**config.mk**
```make
export PLATFORM = sky130hd
export DESIGN_NAME = grid_ray_caster_unit
export DESIGN_NICKNAME = d
export VERILOG_FILES = /design/src/rtl/core/grc_pkg.sv /design/src/rtl/core/grid_ray_caster_unit.sv /design/src/rtl/core/grc_div.sv /design/src/rtl/core/grc_sqrt.sv /design/src/rtl/core/grc_dpath.sv /design/src/rtl/core/grc_ctrl.sv
export SDC_FILE = /design/constraint.sdc
export NUM_CORES = 2
export LEC_CHECK = 0
export BUFFER_PORTS_ARGS = -buffer_cell sky130_fd_sc_hd__buf_2
export CAP_MARGIN = 20
export CORE_ASPECT_RATIO = 2
export CORE_MARGIN = 2
export CORE_UTILIZATION = 45
export DETAILED_ROUTE_END_ITERATION = 7
export GPL_ROUTABILITY_DRIVEN = 0
export PLACE_DENSITY = 0.63
export SLEW_MARGIN = 20
export SYNTH_ARGS = -nofsm -noshare
export SYNTH_HDL_FRONTEND = slang
export SYNTH_SLANG_ARGS = --single-unit
```
**constraint.sdc**
```tcl
create_clock -name clk -period 21.1 [get_ports clk]
set_clock_uncertainty 0.15 [all_clocks]
set_input_delay 1.055 -clock clk [delete_from_list [all_inputs] [get_ports clk]]
set_output_delay 1.055 -clock clk [all_outputs]
set_load 0.01 [all_outputs]
```
**src/rtl/core/grc_pkg.sv**
```systemverilog
// Shared constants, payload types and controller/datapath command types for the ray caster.
`default_nettype none
package grc_pkg;

  localparam int MAP_DIM    = 8;
  localparam int CELL_SIZE  = 64;
  localparam int MAX_STEPS  = 8;
  localparam int ANGLE_BITS = 12;
  localparam int MAX_RAYS   = 64;

  localparam int CELL_Q     = CELL_SIZE << 7;
  localparam int CELL_SHIFT = $clog2(CELL_Q);
  localparam int MAP_BITS   = $clog2(MAP_DIM);
  localparam int ANG_SHIFT  = 16 - ANGLE_BITS;
  localparam int STEP_W     = $clog2(MAX_STEPS + 1);

  localparam logic [ANGLE_BITS-1:0] QUARTER = ANGLE_BITS'(1 << (ANGLE_BITS - 2));

  localparam logic [31:0] WALL_LO_RST = 32'd2979365375;
  localparam logic [31:0] WALL_HI_RST = 32'd4286680453;
  localparam logic [9:0]  SCR_H_RST   = 10'd320;
  localparam logic [6:0]  RAY_CNT_RST = 7'd60;
  localparam logic [7:0]  ANG_STEP_RST = 8'd11;
  localparam logic [10:0] HALF_FOV_RST = 11'd341;

  typedef enum logic [2:0] {
    REG_WALL_LO  = 3'd0,
    REG_WALL_HI  = 3'd1,
    REG_SCR_H    = 3'd2,
    REG_RAY_CNT  = 3'd3,
    REG_ANG_STEP = 3'd4,
    REG_HALF_FOV = 3'd5
  } reg_index_t;

  typedef struct packed {
    logic [15:0] viewer_x;
    logic [15:0] viewer_y;
    logic [11:0] viewer_angle;
  } grc_in_t;

  typedef struct packed {
    logic [5:0]  column;
    logic [15:0] hit_x;
    logic [15:0] hit_y;
    logic        wall_side;
    logic        no_hit;
    logic [15:0] distance;
    logic [9:0]  slice_height;
    logic [8:0]  slice_offset;
    logic        last_ray;
  } grc_out_t;

  typedef enum logic [4:0] {
    OP_NONE,
    OP_LOAD,
    OP_SIN_SET,
    OP_SIN_Z2,
    OP_SIN_T1,
    OP_SIN_T2,
    OP_SIN_END,
    OP_TR_INIT,
    OP_TR_MUL,
    OP_TR_DIV,
    OP_TR_TEST,
    OP_D2_A,
    OP_D2_B,
    OP_D2_C,
    OP_SELECT,
    OP_SQ_GO,
    OP_DM_MUL,
    OP_DIST,
    OP_HD_GO,
    OP_HEIGHT,
    OP_EMIT
  } op_t;

  typedef enum logic [1:0] {
    SEL_S,
    SEL_C,
    SEL_D
  } ang_sel_t;

  typedef struct packed {
    op_t      op;
    ang_sel_t sel;
    logic     axis_v;
  } grc_cmd_t;

  typedef struct packed {
    logic cnt_zero;
    logic da_zero;
    logic wall;
    logic div_done;
    logic sqrt_done;
    logic miss;
    logic dist_zero;
    logic last;
  } grc_status_t;

endpackage
`default_nettype wire

```
**src/rtl/core/grid_ray_caster_unit.sv**
```systemverilog
// Top level of the grid ray caster: controller plus datapath.
`default_nettype none
// A start beat with busy low takes one viewer position and angle and casts ray_count
// rays (capped at 64) over the 8x8 wall map; each ray yields one result beat, a
// single-cycle result_valid strobe that cannot be held off, so the receiver must
// take every beat as it comes. busy stays high until the last ray is issued.
// Per ray: two sine evaluations (a third for the fisheye cosine when a wall is hit),
// then per grid crossing a multiply and a pass through the 32-step serial divider
// (up to 8 crossings per trace, two traces, plus the squared distance of a hit for
// each trace), then a serial square root and a height division. Configuration beats
// are always ready and must only be sent while busy is low.
module grid_ray_caster_unit (
  input  logic              clk,
  input  logic              rst,
  input  logic              start,
  output logic              busy,
  input  grc_pkg::grc_in_t  item,
  input  logic              cfg_valid,
  output logic              cfg_ready,
  input  logic [2:0]        cfg_index,
  input  logic [31:0]       cfg_data,
  output logic              result_valid,
  output grc_pkg::grc_out_t result
);
  import grc_pkg::*;

  grc_cmd_t    cmd;
  grc_status_t st;

  assign cfg_ready = 1'b1;

  grc_ctrl u_ctrl (
    .clk(clk), .rst(rst), .start(start), .busy(busy), .st(st), .cmd(cmd)
  );

  grc_dpath u_dpath (
    .clk(clk), .rst(rst), .cmd(cmd), .st(st), .item(item),
    .cfg_valid(cfg_valid && cfg_ready), .cfg_index(cfg_index), .cfg_data(cfg_data),
    .result_valid(result_valid), .result(result)
  );
endmodule
`default_nettype wire

```
**src/rtl/core/grc_div.sv**
```systemverilog
// Serial restoring divider, one quotient bit per cycle.
`default_nettype none
module grc_div (
  input  logic        clk,
  input  logic        rst,
  input  logic        start,
  input  logic [31:0] num,
  input  logic [15:0] den,
  output logic        done,
  output logic [31:0] quo
);
  logic [15:0] rem;
  logic [15:0] dreg;
  logic [5:0]  cnt;
  logic        run;
  logic [16:0] trial;
  logic        ge;

  assign trial = {rem, quo[31]};
  assign ge    = trial >= {1'b0, dreg};

  always_ff @(posedge clk) begin
    if (rst) begin
      run  <= 1'b0;
      done <= 1'b0;
      cnt  <= '0;
    end else begin
      done <= 1'b0;
      if (start) begin
        run  <= 1'b1;
        cnt  <= '0;
        rem  <= '0;
        quo  <= num;
        dreg <= den;
      end else if (run) begin
        rem <= ge ? 16'(trial - {1'b0, dreg}) : trial[15:0];
        quo <= {quo[30:0], ge};
        cnt <= cnt + 6'd1;
        if (cnt == 6'd31) begin
          run  <= 1'b0;
          done <= 1'b1;
        end
      end
    end
  end
endmodule
`default_nettype wire

```
**src/rtl/core/grc_sqrt.sv**
```systemverilog
// Serial integer square root (floor), two radicand bits per cycle.
`default_nettype none
module grc_sqrt (
  input  logic        clk,
  input  logic        rst,
  input  logic        start,
  input  logic [33:0] radicand,
  output logic        done,
  output logic [16:0] root
);
  logic [33:0] rv;
  logic [33:0] res;
  logic [33:0] probe;
  logic        run;
  logic [34:0] sum;
  logic        ge;

  assign sum  = {1'b0, res} + {1'b0, probe};
  assign ge   = {1'b0, rv} >= sum;
  assign root = res[16:0];

  always_ff @(posedge clk) begin
    if (rst) begin
      run  <= 1'b0;
      done <= 1'b0;
    end else begin
      done <= 1'b0;
      if (start) begin
        run   <= 1'b1;
        rv    <= radicand;
        res   <= '0;
        probe <= 34'h1_0000_0000;
      end else if (run) begin
        if (ge) begin
          rv  <= 34'(rv - sum[33:0]);
          res <= (res >> 1) + probe;
        end else begin
          res <= res >> 1;
        end
        probe <= probe >> 2;
        if (probe[0]) begin
          run  <= 1'b0;
          done <= 1'b1;
        end
      end
    end
  end
endmodule
`default_nettype wire

```
**src/rtl/core/grc_dpath.sv**
```systemverilog
// Datapath: registers, shared multiplier, trace arithmetic and result register.
`default_nettype none
module grc_dpath (
  input  logic                 clk,
  input  logic                 rst,
  input  grc_pkg::grc_cmd_t    cmd,
  output grc_pkg::grc_status_t st,
  input  grc_pkg::grc_in_t     item,
  input  logic                 cfg_valid,
  input  logic [2:0]           cfg_index,
  input  logic [31:0]          cfg_data,
  output logic                 result_valid,
  output grc_pkg::grc_out_t    result
);
  import grc_pkg::*;

  logic [31:0] map_lo, map_hi;
  logic [9:0]  scr_h;
  logic [6:0]  ray_cnt;
  logic [7:0]  ang_step;
  logic [10:0] half_fov;

  logic [15:0] px, py;
  logic [ANGLE_BITS-1:0] pa, ray_ang;
  logic [5:0]  col;
  logic [6:0]  n_rays;

  logic signed [19:0] mul_a;
  logic signed [17:0] mul_b;
  logic signed [37:0] prod;

  logic [14:0] sin_z, sin_z2;
  logic        sin_neg;
  ang_sel_t    sin_sel;
  logic signed [15:0] sval, cval, ccval;

  logic [15:0] tr_va, tr_vb;
  logic signed [15:0] tr_da, tr_db;
  logic signed [18:0] tr_pos;
  logic        div_neg;

  logic [15:0] hx, hy, vx, vy, rx, ry;
  logic        hit_h, hit_v, side, miss;
  logic [33:0] hd2, vd2, d2, d2_acc;
  logic [15:0] ray_dist;
  logic [9:0]  height;

  logic        div_start, div_done, sq_done;
  logic [31:0] div_num, div_quo;
  logic [15:0] div_den;
  logic [16:0] root;

  logic [ANGLE_BITS-1:0] ang;
  logic [15:0] phase;
  logic [14:0] zsel, prod_q14, t1, t2;
  logic signed [15:0] fval, da_sel, db_sel;
  logic [15:0] va_sel, vb_sel;
  logic signed [18:0] base, diff;
  logic        da_pos;
  logic signed [37:0] negp;
  logic [31:0] mag;
  logic [15:0] den_mag;
  logic signed [33:0] qs, rb;
  logic        wall;
  logic [15:0] wx, wy, hitx_sel, hity_sel;
  logic signed [16:0] dx, dy;
  logic [63:0] map64;
  logic        pick_v;
  logic [33:0] d2_sum;

  grc_div u_div (
    .clk(clk), .rst(rst), .start(div_start), .num(div_num), .den(div_den),
    .done(div_done), .quo(div_quo)
  );

  grc_sqrt u_sqrt (
    .clk(clk), .rst(rst), .start(cmd.op == OP_SQ_GO), .radicand(d2),
    .done(sq_done), .root(root)
  );

  always_comb begin
    case (cmd.sel)
      SEL_S:   ang = ray_ang;
      SEL_C:   ang = ray_ang + QUARTER;
      default: ang = pa - ray_ang + QUARTER;
    endcase
    phase    = 16'(ang) << ANG_SHIFT;
    zsel     = phase[14] ? 15'(15'd16384 - {1'b0, phase[13:0]}) : {1'b0, phase[13:0]};
    prod_q14 = prod[28:14];
    t1       = 15'(15'd10512 - prod_q14);
    t2       = 15'(15'd25736 - prod_q14);
    fval     = sin_neg ? -$signed({1'b0, prod_q14}) : $signed({1'b0, prod_q14});

    va_sel = cmd.axis_v ? px : py;
    vb_sel = cmd.axis_v ? py : px;
    da_sel = cmd.axis_v ? cval : -sval;
    db_sel = cmd.axis_v ? -sval : cval;
    base   = $signed({3'b000, va_sel[15:CELL_SHIFT], {CELL_SHIFT{1'b0}}});
    da_pos = !tr_da[15] && (tr_da != 16'sd0);
    diff   = tr_pos - $signed({3'b000, tr_va});

    negp    = -prod;
    mag     = prod[37] ? negp[31:0] : prod[31:0];
    den_mag = tr_da[15] ? 16'(-tr_da) : tr_da;

    qs    = div_neg ? -$signed({2'b00, div_quo}) : $signed({2'b00, div_quo});
    rb    = $signed({18'd0, tr_vb}) + qs;
    wx    = cmd.axis_v ? tr_pos[15:0] : rb[15:0];
    wy    = cmd.axis_v ? rb[15:0] : tr_pos[15:0];
    map64 = {map_hi, map_lo};
    wall  = (rb[33:16] == '0) && (tr_pos[18:16] == '0) &&
            map64[{wy[CELL_SHIFT +: MAP_BITS], wx[CELL_SHIFT +: MAP_BITS]}];

    hitx_sel = cmd.axis_v ? vx : hx;
    hity_sel = cmd.axis_v ? vy : hy;
    dx       = $signed({1'b0, hitx_sel}) - $signed({1'b0, px});
    dy       = $signed({1'b0, hity_sel}) - $signed({1'b0, py});
    d2_sum   = d2_acc + prod[33:0];
    pick_v   = hit_v && (!hit_h || vd2 < hd2);

    div_start = (cmd.op == OP_TR_DIV) || (cmd.op == OP_HD_GO && ray_dist != 16'd0);
    div_num   = (cmd.op == OP_TR_DIV) ? mag : {10'd0, scr_h, 12'd0};
    div_den   = (cmd.op == OP_TR_DIV) ? den_mag : ray_dist;
  end

  always_comb begin
    st.cnt_zero  = ray_cnt == 7'd0;
    st.da_zero   = da_sel == 16'sd0;
    st.wall      = wall;
    st.div_done  = div_done;
    st.sqrt_done = sq_done;
    st.miss      = !hit_h && !hit_v;
    st.dist_zero = ray_dist == 16'd0;
    st.last      = ({1'b0, col} + 7'd1) == n_rays;
  end

  always_ff @(posedge clk) begin
    prod <= mul_a * mul_b;
  end

  always_ff @(posedge clk) begin
    if (rst) begin
      map_lo       <= WALL_LO_RST;
      map_hi       <= WALL_HI_RST;
      scr_h        <= SCR_H_RST;
      ray_cnt      <= RAY_CNT_RST;
      ang_step     <= ANG_STEP_RST;
      half_fov     <= HALF_FOV_RST;
      result_valid <= 1'b0;
      hit_h        <= 1'b0;
      hit_v        <= 1'b0;
    end else begin
      result_valid <= 1'b0;
      if (cfg_valid) begin
        case (cfg_index)
          REG_WALL_LO:  map_lo   <= cfg_data;
          REG_WALL_HI:  map_hi   <= cfg_data;
          REG_SCR_H:    scr_h    <= cfg_data[9:0];
          REG_RAY_CNT:  ray_cnt  <= cfg_data[6:0];
          REG_ANG_STEP: ang_step <= cfg_data[7:0];
          REG_HALF_FOV: half_fov <= cfg_data[10:0];
          default: ;
        endcase
      end
      case (cmd.op)
        OP_LOAD: begin
          px      <= item.viewer_x;
          py      <= item.viewer_y;
          pa      <= ANGLE_BITS'(item.viewer_angle);
          ray_ang <= ANGLE_BITS'(item.viewer_angle) + ANGLE_BITS'(half_fov);
          col     <= '0;
          n_rays  <= (ray_cnt > 7'(MAX_RAYS)) ? 7'(MAX_RAYS) : ray_cnt;
        end
        OP_SIN_SET: begin
          sin_z   <= zsel;
          sin_neg <= phase[15];
          sin_sel <= cmd.sel;
          mul_a   <= $signed({5'd0, zsel});
          mul_b   <= $signed({3'd0, zsel});
        end
        OP_SIN_Z2: begin
          sin_z2 <= prod_q14;
          mul_a  <= 20'sd1160;
          mul_b  <= $signed({3'd0, prod_q14});
        end
        OP_SIN_T1: begin
          mul_a <= $signed({5'd0, sin_z2});
          mul_b <= $signed({3'd0, t1});
        end
        OP_SIN_T2: begin
          mul_a <= $signed({5'd0, sin_z});
          mul_b <= $signed({3'd0, t2});
        end
        OP_SIN_END: begin
          case (sin_sel)
            SEL_S:   sval  <= fval;
            SEL_C:   cval  <= fval;
            default: ccval <= fval;
          endcase
        end
        OP_TR_INIT: begin
          tr_va <= va_sel;
          tr_vb <= vb_sel;
          tr_da <= da_sel;
          tr_db <= db_sel;
          if (!da_sel[15]) tr_pos <= base + 19'(CELL_Q);
          else tr_pos <= base - 19'sd1;
          if (cmd.axis_v) hit_v <= 1'b0;
          else hit_h <= 1'b0;
        end
        OP_TR_MUL: begin
          mul_a <= {diff[18], diff};
          mul_b <= {{2{tr_db[15]}}, tr_db};
        end
        OP_TR_DIV: div_neg <= prod[37] ^ tr_da[15];
        OP_TR_TEST: begin
          if (wall) begin
            if (cmd.axis_v) begin
              vx <= tr_pos[15:0];
              vy <= rb[15:0];
              hit_v <= 1'b1;
            end else begin
              hy <= tr_pos[15:0];
              hx <= rb[15:0];
              hit_h <= 1'b1;
            end
          end else begin
            tr_pos <= da_pos ? tr_pos + 19'(CELL_Q) : tr_pos - 19'(CELL_Q);
          end
        end
        OP_D2_A: begin
          mul_a <= 20'(dx);
          mul_b <= 18'(dx);
        end
        OP_D2_B: begin
          d2_acc <= prod[33:0];
          mul_a  <= 20'(dy);
          mul_b  <= 18'(dy);
        end
        OP_D2_C: begin
          if (cmd.axis_v) vd2 <= d2_sum;
          else hd2 <= d2_sum;
        end
        OP_SELECT: begin
          miss <= 1'b0;
          if (pick_v) begin
            rx <= vx; ry <= vy; d2 <= vd2; side <= 1'b0;
          end else if (hit_h) begin
            rx <= hx; ry <= hy; d2 <= hd2; side <= 1'b1;
          end else begin
            rx <= px; ry <= py; side <= 1'b1; miss <= 1'b1;
            ray_dist <= 16'hFFFF; height <= '0;
          end
        end
        OP_DM_MUL: begin
          mul_a <= $signed({3'd0, root});
          mul_b <= {{2{ccval[15]}}, ccval};
        end
        OP_DIST: begin
          if (ccval[15] || ccval == 16'sd0) ray_dist <= '0;
          else if (prod[37:31] != '0) ray_dist <= 16'hFFFF;
          else ray_dist <= prod[30:15];
        end
        OP_HD_GO: if (ray_dist == 16'd0) height <= scr_h;
        OP_HEIGHT: height <= (div_quo > {22'd0, scr_h}) ? scr_h : div_quo[9:0];
        OP_EMIT: begin
          result_valid        <= 1'b1;
          result.column       <= col;
          result.hit_x        <= rx;
          result.hit_y        <= ry;
          result.wall_side    <= side;
          result.no_hit       <= miss;
          result.distance     <= ray_dist;
          result.slice_height <= height;
          result.slice_offset <= 9'(scr_h[9:1] - height[9:1]);
          result.last_ray     <= st.last;
          ray_ang             <= ray_ang - ANGLE_BITS'(ang_step);
          col                 <= col + 6'd1;
        end
        default: ;
      endcase
    end
  end
endmodule
`default_nettype wire

```
**src/rtl/core/grc_ctrl.sv**
```systemverilog
// Controller: sequences sine evaluation, both traces, distance and height per ray.
`default_nettype none
module grc_ctrl (
  input  logic                 clk,
  input  logic                 rst,
  input  logic                 start,
  output logic                 busy,
  input  grc_pkg::grc_status_t st,
  output grc_pkg::grc_cmd_t    cmd
);
  import grc_pkg::*;

  typedef enum logic [4:0] {
    IDLE, SIN_SET, SIN_W1, SIN_Z2, SIN_W2, SIN_T1, SIN_W3, SIN_T2, SIN_W4, SIN_END,
    TR_INIT, TR_MUL, TR_W, TR_DIV, TR_DWAIT, TR_TEST,
    D2_A, D2_W1, D2_B, D2_W2, D2_C,
    SELECT, SQ_GO, SQ_WAIT, DM_MUL, DM_W, DIST, HD_GO, HD_WAIT, HEIGHT, EMIT
  } state_t;

  state_t            state, state_next;
  ang_sel_t          sel, sel_next;
  logic              axis, axis_next;
  logic [STEP_W-1:0] cnt, cnt_next;

  always_comb begin
    state_next = state;
    sel_next   = sel;
    axis_next  = axis;
    cnt_next   = cnt;
    cmd.op     = OP_NONE;
    cmd.sel    = sel;
    cmd.axis_v = axis;
    case (state)
      IDLE: if (start) begin
        cmd.op = OP_LOAD;
        if (!st.cnt_zero) begin
          sel_next   = SEL_S;
          state_next = SIN_SET;
        end
      end
      SIN_SET: begin cmd.op = OP_SIN_SET; state_next = SIN_W1; end
      SIN_W1:  state_next = SIN_Z2;
      SIN_Z2:  begin cmd.op = OP_SIN_Z2; state_next = SIN_W2; end
      SIN_W2:  state_next = SIN_T1;
      SIN_T1:  begin cmd.op = OP_SIN_T1; state_next = SIN_W3; end
      SIN_W3:  state_next = SIN_T2;
      SIN_T2:  begin cmd.op = OP_SIN_T2; state_next = SIN_W4; end
      SIN_W4:  state_next = SIN_END;
      SIN_END: begin
        cmd.op = OP_SIN_END;
        case (sel)
          SEL_S: begin sel_next = SEL_C; state_next = SIN_SET; end
          SEL_C: begin axis_next = 1'b0; state_next = TR_INIT; end
          default: state_next = SQ_GO;
        endcase
      end
      TR_INIT: begin
        cmd.op   = OP_TR_INIT;
        cnt_next = '0;
        if (!st.da_zero) state_next = TR_MUL;
        else if (!axis) axis_next = 1'b1;
        else state_next = SELECT;
      end
      TR_MUL:   begin cmd.op = OP_TR_MUL; state_next = TR_W; end
      TR_W:     state_next = TR_DIV;
      TR_DIV:   begin cmd.op = OP_TR_DIV; state_next = TR_DWAIT; end
      TR_DWAIT: if (st.div_done) state_next = TR_TEST;
      TR_TEST: begin
        cmd.op = OP_TR_TEST;
        if (st.wall) state_next = D2_A;
        else if (cnt != STEP_W'(MAX_STEPS - 1)) begin
          cnt_next   = cnt + STEP_W'(1);
          state_next = TR_MUL;
        end else if (!axis) begin
          axis_next  = 1'b1;
          state_next = TR_INIT;
        end else state_next = SELECT;
      end
      D2_A:  begin cmd.op = OP_D2_A; state_next = D2_W1; end
      D2_W1: state_next = D2_B;
      D2_B:  begin cmd.op = OP_D2_B; state_next = D2_W2; end
      D2_W2: state_next = D2_C;
      D2_C: begin
        cmd.op = OP_D2_C;
        if (!axis) begin
          axis_next  = 1'b1;
          state_next = TR_INIT;
        end else state_next = SELECT;
      end
      SELECT: begin
        cmd.op = OP_SELECT;
        if (st.miss) state_next = EMIT;
        else begin
          sel_next   = SEL_D;
          state_next = SIN_SET;
        end
      end
      SQ_GO:   begin cmd.op = OP_SQ_GO; state_next = SQ_WAIT; end
      SQ_WAIT: if (st.sqrt_done) state_next = DM_MUL;
      DM_MUL:  begin cmd.op = OP_DM_MUL; state_next = DM_W; end
      DM_W:    state_next = DIST;
      DIST:    begin cmd.op = OP_DIST; state_next = HD_GO; end
      HD_GO: begin
        cmd.op     = OP_HD_GO;
        state_next = st.dist_zero ? EMIT : HD_WAIT;
      end
      HD_WAIT: if (st.div_done) state_next = HEIGHT;
      HEIGHT:  begin cmd.op = OP_HEIGHT; state_next = EMIT; end
      EMIT: begin
        cmd.op = OP_EMIT;
        if (st.last) state_next = IDLE;
        else begin
          sel_next   = SEL_S;
          state_next = SIN_SET;
        end
      end
      default: state_next = IDLE;
    endcase
  end

  always_ff @(posedge clk) begin
    if (rst) begin
      state <= IDLE;
      busy  <= 1'b0;
      sel   <= SEL_S;
      axis  <= 1'b0;
      cnt   <= '0;
    end else begin
      state <= state_next;
      busy  <= state_next != IDLE;
      sel   <= sel_next;
      axis  <= axis_next;
      cnt   <= cnt_next;
    end
  end
endmodule
`default_nettype wire

```
==> metrics.yaml <==
status: "completed"
io_pins: 162
critPathMostFrequentCell: "fa_1"
synth.yosys.warnings: 0
grt.overflow.total: 0
synthesis.area_sq_um: 61700
final_nets: 7041
critPathRequiredTime_ns: 21.55
dieArea_sq_um: 140000
area_growth_pct: 9.28
cts.sink_count: 879
drv_cap: 0
route.detailed.drc: 0
clk_pin_slew_worst_paths_ns: 0.07
hold_violations: 0
dp_slack_ns: 13.32
vias_per_cell: 5.84
cp_cell_sequence: "nand2_1, fa_1, inv_1, fa_1, inv_1, fa_1, fa_1, inv_1, fa_1, fa_1, ha_1, a21o_1, a21o_1, a221oi_1, o21ai_0, nor3_1, o31ai_1, a221o_1, a21bo_2, o21ai_0, nand2b_1, a21oi_1, xnor2_1"
initial_core_util: 0.452
grt.total_usage: 0.275
ys.flop_type: "edfxtp_1"
grt_pass1_vias: 48700
post-route-worst-setup-slack_ns: 13.27
crit_path_top_delay_cell: "edfxtp_1"
final_util: 0.494
yosysSeqAreaShare: 0.401
cp_slowest_stage_delay_ns: 0.83
postCtsSetupRepairBufs: 0
drt_iter0_markers: 3447
grt_busiest_layer: "met2"
max_clock_freq_ghz: 0.128
grt_pass1_wl_mm: 290
drive_gt1_frac: 0.0844
detailedPlacementHpwl_mm: 152
leakage_nw: 27.1
critPathArrivalTime_ns: 8.28
wl_mm: 193
postRouteAntennaNets: 0
cp_max_fo: 19
die_x_um: 266
clock_latency_ns: 0.71
synth.distinct_cells: 96
critical_path_class: "flop to flop"
rsz0062_at_grt: "no"
finalSetupViolCount: 0
syn-num-nets: 6967
mostFrequentLayoutCell: "nand2_1"
crit_path_start_kind: "flop"
drt-pass1-iter-count: 8
use_met3: 0.0351
period_needed_ns: 7.83
port_buffers: 160
cts_buffers: 89
use_met2: 0.512
via_count: 46900
synth_edf_count: 715
h-tree-depth: 3
cts_tree: "done"
netlist_instances: 6130
grt_max_degree: 82
use_met1: 0.264
finalPower_mw: 12.8
wl_per_cell_um: 24.1
holdBufCountCts: 0
synthArstFlopShare: 0
endpoint_kind: "flop"
ys_ff_latch: 879
cts_max_path_buffers: 3
finalCritPeriodShare: 0.371
rows: 192
coreArea_sq_um: 136000
relSlewSlack: 0.174
syn_avg_cell_area_sq_um: 10.1
cts_root_buffer: "clkbuf_16"
antenna_found_initial: 3
final_max_slew_viol_count: 0
ir_drop_uv: 430
hold_class: "flop to flop"
tns_ns: 0
die_h_um: 528
mostFrequentLayoutCells: "nand2_1 (784), edfxtp_1 (715), inv_1 (615)"
cts_resized: 0
rrSetupSlack_ns: 13.27
worst_slew_pin_slew_ns: 1.23
power_density_nw_per_um2: 189
## per-stage QoR
step / hold slack, ns / std cells / area (sq um)
2_1_floorplan: 0.250 / 6130 / 61700
3_3_place_gp: 0.256 / 7859 / 64400
5_1_grt: 0.280 / 8025 / 67400
6_report: 0.271 / 8025 / 67400
4_1_cts: 0.272 / 8024 / 67400
3_5_place_dp: 0.256 / 7859 / 64400
## worst max-delay path: cells and delay by family, from the launching register on
kind | cells | cell delay [ns]
XOR/XNOR | 1 | 0.08
adder cells (fa/ha/maj) | 7 | 3.43
flip-flops | 1 | 0.83
AND/OR/NAND/NOR | 3 | 0.77
AO/OA/AOI/OAI | 9 | 2.30
buffers and inverters | 3 | 0.16
## cell usage after synthesis (77+ instances only)
library cell    n  area share
xor2_1        148       0.021
nor2_1        330       0.020
edfxtp_1      715        0.35
inv_1         617       0.038
xnor2_1       240       0.034
clkbuf_1      228       0.014
nand3_1       131       0.011
and2_1        136       0.014
mux2_2         77       0.014
fa_1          363        0.12
dfxtp_1       164       0.053
nor3_1         99      0.0080
nor2b_1        98      0.0099
ha_1          391       0.079
nand2_1       785       0.048
a21oi_1       298       0.024
o21ai_0       351       0.028
## final cells by class
| class | instances | area (sq um) |
|---|---|---|
| clock buffer | 113 | 2460 |
| inverter | 621 | 2330 |
| sequential | 879 | 24800 |
| timing repair buffer | 237 | 1380 |
| antenna | 1 | 2.50 |
| clock inverter | 52 | 509 |
| tap | 1746 | 2180 |
| multi-input combinational | 4376 | 33800 |
| fill | 12500 | 69000 |
## cells by family after synthesis
logic type / share of synthesized area
compound gates: 0.127
fa+ha+maj: 0.197
buf+inv: 0.0534
mux: 0.0235
other cells: 0.0000608
simple gates: 0.143
xor+xnor: 0.0553
flops: 0.401
## power by group
part	switching, mW	total, mW	internal, mW
Clock	0.724	1.64	0.919
Sequential	0.162	2.34	2.18
Combinational	5.13	8.77	3.64
## path summary, 6_finish.rpt
check	startpoint	endpoint	cells past startpoint
max	u_dpath.mul_b[8]	u_dpath.prod[37]	23
min reg2reg	u_dpath.ry[3]	u_dpath.result[41]	0
min	u_dpath.ry[3]	u_dpath.result[41]	0
max reg2reg	u_dpath.mul_b[8]	u_dpath.prod[37]	23
## metal layers
metal  up-vias  share of wire
li1      21500              -
met4         2           0.10
met5         -       0.000083
met1     23000           0.32
met3       686          0.048
met2      1675           0.53
## sequential cells by signal, summed over array words and instances (netlist names), 17 cells and up
| signal | cells |
|---|---|
| u_dpath.u_sqrt.probe | 17 |
| u_dpath.map_hi | 32 |
| u_dpath.vd2 | 34 |
| u_dpath.result | 76 |
| u_dpath.u_div.quo | 32 |
| u_dpath.mul_a | 19 |
| u_dpath.u_sqrt.res | 34 |
| u_dpath.prod | 38 |
| u_dpath.d2_acc | 34 |
| u_dpath.u_sqrt.rv | 34 |
| u_dpath.d2 | 34 |
| u_dpath.mul_b | 17 |
| u_dpath.hd2 | 34 |
| u_dpath.map_lo | 32 |
Power figures use the tool's default switching activity.
